`src/hw/rtl/swm_pkg.sv`:
```
// ----------------------------------------------------------------------------
// swm_pkg: shared types and constants for the sliding-window median filter
// Defaults, the configuration field width, and the flag and control structs
// that pass between the cells and the top level.
// ----------------------------------------------------------------------------
package swm_pkg;

    localparam int MAX_WINDOW_DEF  = 64;
    localparam int SAMPLE_BITS_DEF = 32;
    localparam int CFG_BITS        = 7;
    localparam int RESET_WINDOW    = 3;

    // Rank flags a cell shows to its neighbors.
    typedef struct packed {
        logic g;   // entry ranks above the new sample, or cell is empty
        logic r;   // entry is the evicted one or sits above it
    } swm_flags_t;

    // Broadcast control from the top level to every cell.
    typedef struct packed {
        logic load;      // a transaction is being taken this cycle
        logic has_del;   // window is full, the oldest entry goes
        logic del_low;   // evicted entry ranks at or below the new sample
    } swm_ctrl_t;

endpackage

```
`src/hw/rtl/swm_cell.sv`:
```
// ----------------------------------------------------------------------------
// swm_cell: one slot of the sorted window
// Holds a sample and its age; each transaction it keeps its entry, takes a
// neighbor's, or takes the new sample, so the row stays in ascending order.
// ----------------------------------------------------------------------------
module swm_cell
    import swm_pkg::*;
#(
    parameter int W  = SAMPLE_BITS_DEF,
    parameter int AW = 6
) (
    input  logic              aclk,
    input  swm_ctrl_t         ctrl,
    input  logic              valid,
    input  logic [W-1:0]      x,
    input  logic [W-1:0]      key_d,
    input  logic [AW-1:0]     age_last,
    input  logic              med_sel,
    input  logic [W-1:0]      left_val,
    input  logic [AW-1:0]     left_age,
    input  swm_flags_t        left_flags,
    input  logic [W-1:0]      right_val,
    input  logic [AW-1:0]     right_age,
    input  swm_flags_t        right_flags,
    output logic [W-1:0]      val,
    output logic [AW-1:0]     age,
    output swm_flags_t        flags,
    output logic              del,
    output logic [W-1:0]      del_val,
    output logic [W-1:0]      med_val
);

    logic [W-1:0]  val_reg, val_next;
    logic [AW-1:0] age_reg, age_next;
    logic [W-1:0]  key_v, key_x;
    logic          above_del;

    // sign flip makes unsigned order match signed order
    assign key_v = {~val_reg[W-1], val_reg[W-2:0]};
    assign key_x = {~x[W-1], x[W-2:0]};

    assign del       = ctrl.has_del && valid && (age_reg == age_last);
    assign above_del = ctrl.has_del && valid && !del && (key_v >= key_d);
    assign flags.g   = !valid || (key_v > key_x);
    assign flags.r   = del || above_del;

    assign val     = val_reg;
    assign age     = age_reg;
    assign del_val = del ? val_reg : '0;
    assign med_val = med_sel ? val_reg : '0;

    always_comb begin
        val_next = val_reg;
        age_next = age_reg + AW'(1);
        if (ctrl.del_low) begin
            // hole below the insert point: slide down, new sample on top
            if (flags.r && !right_flags.g) begin
                val_next = right_val;
                age_next = right_age + AW'(1);
            end else if (flags.r && !flags.g && right_flags.g) begin
                val_next = x;
                age_next = '0;
            end
        end else begin
            // hole above the insert point (or none): slide up
            if (flags.g && !left_flags.g) begin
                val_next = x;
                age_next = '0;
            end else if (flags.g && left_flags.g && !left_flags.r) begin
                val_next = left_val;
                age_next = left_age + AW'(1);
            end
        end
    end

    always_ff @(posedge aclk) begin
        if (ctrl.load) begin
            val_reg <= val_next;
            age_reg <= age_next;
        end
    end

endmodule

```
`config.mk`:
```
export PLATFORM = sky130hd
export DESIGN_NAME = swm_cell
export DESIGN_NICKNAME = d
export VERILOG_FILES = /design/src/hw/rtl/swm_pkg.sv /design/src/hw/rtl/swm_cell.sv
export SDC_FILE = /design/constraint.sdc
export NUM_CORES = 1
export LEC_CHECK = 0
export ABC_AREA = 1
export BUFFER_PORTS_ARGS = -buffer_cell sky130_fd_sc_hd__buf_4
export CORE_MARGIN = 3
export CORE_UTILIZATION = 28
export CTS_BUF_LIST = sky130_fd_sc_hd__clkbuf_4
export DETAILED_ROUTE_END_ITERATION = 8
export HOLD_SLACK_MARGIN = 0.02
export MAX_ROUTING_LAYER = met4
export PLACE_DENSITY = 0.57
export SLEW_MARGIN = 20
export SYNTH_ARGS = -nofsm -noshare
export SYNTH_HDL_FRONTEND = slang
export SYNTH_SLANG_ARGS = --single-unit
```
`constraint.sdc`:
```
create_clock -name aclk -period 4.3 [get_ports aclk]
set_input_delay 0.86 -clock aclk [delete_from_list [all_inputs] [get_ports aclk]]
set_output_delay 0.86 -clock aclk [all_outputs]
set_load 0.05 [all_outputs]
```
== After elaboration in Yosys (flattened, before gate mapping) ==
Cells that the tools add are included.

* Bits in registers: 38
* Input port bits: 156
* Output and inout bits: 105
* Logic and storage cells: 43

* Add/sub/neg operators: 3
* Magnitude comparators: 2
* Eq/ne operators: 2
* Mux-type cells: 12
* Bitwise gates (word level): 2
* Reductions and logical operators: 20

{| class="wikitable"
|+ Operator list
! operator !! count
|-
| $mux W32 || 7
|-
| $ge A32 B32 Y1 || 1
|-
| $gt A32 B32 Y1 || 1
|-
| $mux W6 || 5
|-
| $add A6 B1 Y6 const B || 3
|-
| $logic_and A1 B1 Y1 || 10
|-
| $eq A6 B6 Y1 || 1
|-
| $logic_not A1 Y1 || 6
|-
| $ne A3 B1 Y1 const B || 1
|-
| $reduce_and A3 Y1 || 1
|-
| $reduce_bool A3 Y1 || 1
|-
| $logic_or A1 B1 Y1 || 2
|-
| $not A1 Y1 || 2
|}

== Logic depth before layout (Yosys ltp) ==
* Depth after elaboration: 11
* Gate-level depth with buffers: 21

== Worst setup path after synthesis ==
Ideal clock, no wire load.

* Kind: input-to-reg
* Start: input port x[23]
* End: register val_reg[0] (netlist: val[0]), enable pin
* Setup time: 0.422 ns
* Data arrival time: 3.607 ns
* Setup slack: 0.272 ns
* Stages on the path: 15
* Path through: inv_1 ha_1 nand2_1 nor2_1 nand4_1 nor3b_2 nand2_1 nand2_1 nand2_1 nand2_2 buf_6 nand2_4 inv_2 nor2_1 nor2_1

* Word-level cells in the longest chain between the ends: 7

{| class="wikitable"
|+ Ends and longest elaborated chain
! element !! line !! RTL
|-
| start: declaration || swm_cell.sv:15 || <nowiki>input logic [W-1:0] x,</nowiki>
|-
| $gt A32 B32 Y1 * || swm_cell.sv:44 || <nowiki>assign flags.g = !valid || (key_v > key_x);</nowiki>
|-
| $logic_or A1 B1 Y1 * || swm_cell.sv:44 ||
|-
| $logic_not A1 Y1 || swm_cell.sv:60 || <nowiki>end else if (flags.r && !flags.g && right_flags.g) begin</nowiki>
|-
| $logic_and A1 B1 Y1 (2 in series) || swm_cell.sv:60 ||
|-
| $ne A3 B1 Y1 (no source line) || n/a ||
|-
| $reduce_and A3 Y1 (no source line) * || n/a ||
|-
| end signal: assignment || swm_cell.sv:78 || <nowiki>val_reg <= val_next;</nowiki>
|-
| end: declaration || swm_cell.sv:33 || <nowiki>logic [W-1:0] val_reg, val_next;</nowiki>
|}

Mark *: on every way between the ends. The rest lies on a longest branch, timed or not.
A chain may end at the register's enable or synchronous reset.

==> impl_metrics.env <==
export IMPL_status="finished clean"
export IMPL_clkLatencyLatePin_ns=0.38
export IMPL_initialDrtViolationCount=227
export IMPL_min_path_type="in2reg"
export IMPL_dpl_worst_slack_ns=0.822
export IMPL_power_per_cell_area_mw_per_mm2=194
export IMPL_cp_arrival_ns=2.57
export IMPL_rows=48
export IMPL_worst_setup_hold_path_clk_slew_ns=0.12
export IMPL_synth_area_leader_cell="edfxtp_1"
export IMPL_slew_viol_final=0
export IMPL_syn_inst=798
export IMPL_io_buffers=259
export IMPL_synthAdderAreaFrac_pct=16.6
export IMPL_relSlewSlack_pct=65.5
export IMPL_drt_pass1_iter_count=4
export IMPL_nNetsFinal=1263
export IMPL_synthArstFlopShare_pct=0
export IMPL_drc_errors=0
export IMPL_ys_ff_latch=38
export IMPL_start_util_pct=28.9
export IMPL_final_setup_tns_ns=0
export IMPL_dieArea_mm2=0.0197
export IMPL_largest_register_ffs=32
export IMPL_cts_resized=0
export IMPL_grt_first_pass_wirelength_mm=27.8
export IMPL_muxShareOfSynthArea_pct=0
export IMPL_synthFlopType="edfxtp_1"
export IMPL_regToRegSetupSlack_ns=1.37
export IMPL_layout_common_cells="buf_4, nand2_1, inv_1"
export IMPL_setup_ws_ns=0.869
export IMPL_synth_fp_nets=1021
export IMPL_yosysSeqAreaShare_pct=22.6
export IMPL_worst_pin_slew_ns=0.516
export IMPL_netlist_top_cells_area="edfxtp_1, ha_1, nand2_1"
export IMPL_cts_sinks=38
export IMPL_finalHoldViolCount=0
export IMPL_synthSimpleGateAreaFrac_pct=25.4
export IMPL_vias_per_cell=4.50
export IMPL_pin_count=261
export IMPL_yosysUniqueCellTypes=26
export IMPL_crit_type="in2out"
export IMPL_cp_max_fo=11
export IMPL_syn_area_mm2=0.00505
export IMPL_coreArea_mm2=0.0175
export IMPL_timing_max_cap_violations=0
export IMPL_dieWidth_um=140
export IMPL_area_delta_synth_final_pct=43.6
export IMPL_cts_setup_buffers=0
export IMPL_rsz0062_at_grt="false"
export IMPL_layout_min_cycle_time_ns=3.43
export IMPL_final_common_cell="buf_4"
export IMPL_ys_warnings_count=0
export IMPL_synth_compound_area_share_pct=17.2
export IMPL_p_leak_nw=4.21
export IMPL_clk_path_buf_depth=2
export IMPL_drive_gt1_share_pct=27.4
export IMPL_fin_crit_sh_pct=79.8
export IMPL_grt_start_max_net_pins=42
export IMPL_wire_per_inst_um=13.9
export IMPL_die_y_um=140
export IMPL_postRouteWirelength_mm=17.6
export IMPL_synth_avg_cell_area_um2=6.33
export IMPL_critPathLaunchType="input port"
export IMPL_fmax_ghz=0.291
export IMPL_cts_tree="yes"
export IMPL_cp_required_ns=3.44
export IMPL_end_kind="output pin"
export IMPL_n_fill_cell=1874
export IMPL_antenna_found_initial=0
export IMPL_finalSetupViolCount=0
export IMPL_hpwl_mm=14.2
export IMPL_antennaDiodeCount=0
export IMPL_yosys_area_share_xor_xnor_pct=2.60
export IMPL_multiInputGateArea_mm2=0.00313
export IMPL_gp_congestion=0.823
export IMPL_grtUsageTotal_pct=17.8
export IMPL_hold_buffers=0
export IMPL_synth_top_family_by_area="simple AND/OR/NAND/NOR gates"
export IMPL_root_buffer="clkbuf_4"
export IMPL_ir_worst_vdd_mv=0.0815
export IMPL_vias=5692
export IMPL_synth_edf_count=38
export IMPL_first_global_vias=5375
export IMPL_regArea_mm2=0.00114
export IMPL_ant_nets=0
export IMPL_yosys_area_top_type_share_pct=22.6
export IMPL_finClkSkew_ns=0.00330
export IMPL_h_tree_depth=2
export IMPL_grt_remaining_overflow=0
export IMPL_numCtsBuffers=5
## cells by family (layout without fill, tap and decap cells)
| family | after synthesis | count (layout) |
|---|---|---|
| xor gates and xnor gates | 15 | 15 |
| adders and majority gates | 67 | 67 |
| and+or+nand+nor | 305 | 305 |
| buffers and inverters | 202 | 444 |
| DFF | 38 | 38 |
| AOI/OAI and AO/OA | 171 | 171 |
## critical path, stage by stage
cell and delay, ns:
buf_4 0.07, inv_1 0.06, ha_1 0.29, nand2_1 0.07, nor2_1 0.16, nand4_1 0.16
nor3b_2 0.23, nand2_1 0.08, nand2_1 0.07, nand2_1 0.06, nand2_2 0.20, buf_4 0.25
## power breakdown
part / switching (mW) / internal (mW)
Clock: 0.133 / 0.0744
Combinational: 0.431 / 0.282
Sequential: 0.0383 / 0.446
Total: 0.603 / 0.803
## path summary, 6_finish.rpt
path | from | depth (start not counted) | endpoint
worst min register to register | age[0]$_DFFE_PP_ | 3 | age[0]$_DFFE_PP_
worst max register to register | val[31]$_DFFE_PP_ | 15 | val[18]$_DFFE_PP_
worst max-delay path | x[23] | 12 | flags[1]
worst min-delay path | ctrl[2] | 1 | age[0]$_DFFE_PP_
## synthesized netlist by cell type (all sizes together), types with 4 or more instances
library cell / n
nand2: 178
ha: 67
nand4: 9
nand3b: 6
xor2: 11
buf: 18
o21ai: 74
clkbuf: 16
nand3: 52
xnor2: 4
inv: 168
nor2: 57
a21oi: 92
edfxtp: 38
## per-layer routing
layer	up-vias	part of all wire, %	global-route usage (%)
met1	2456	46	23.5
met2	182	46	29.0
li1	3043	-	-
met3	11	6.9	3.79
met4	0	0.87	2.60
met5	-	0	-
## layout make-up
class | count | area share (%)
Clock buffer | 7 | 0.725
Inverter | 168 | 8.70
Multi-Input combinational cell | 558 | 43.1
Sequential cell | 38 | 15.7
Tap cell | 225 | 3.88
Timing Repair Buffer | 269 | 27.8
## metrics by stage
stage | hold slack [ns] | instances | power [mW] | cell area (um2) | utilization, %
6_report | 0.757 | 1265 | 1.41 | 7250 | 41.5
5_1_grt | 0.726 | 1265 | 1.52 | 7250 | 41.5
4_1_cts | 0.725 | 1265 | 1.43 | 7250 | 41.5
3_5_place_dp | 0.832 | 1258 | 1.21 | 7200 | 41.2
3_3_place_gp | 0.818 | 1258 | 1.21 | 7200 | 41.2
2_1_floorplan | 0.972 | 798 | 0.944 | 5050 | -
(Power assumes the default switching activity.)
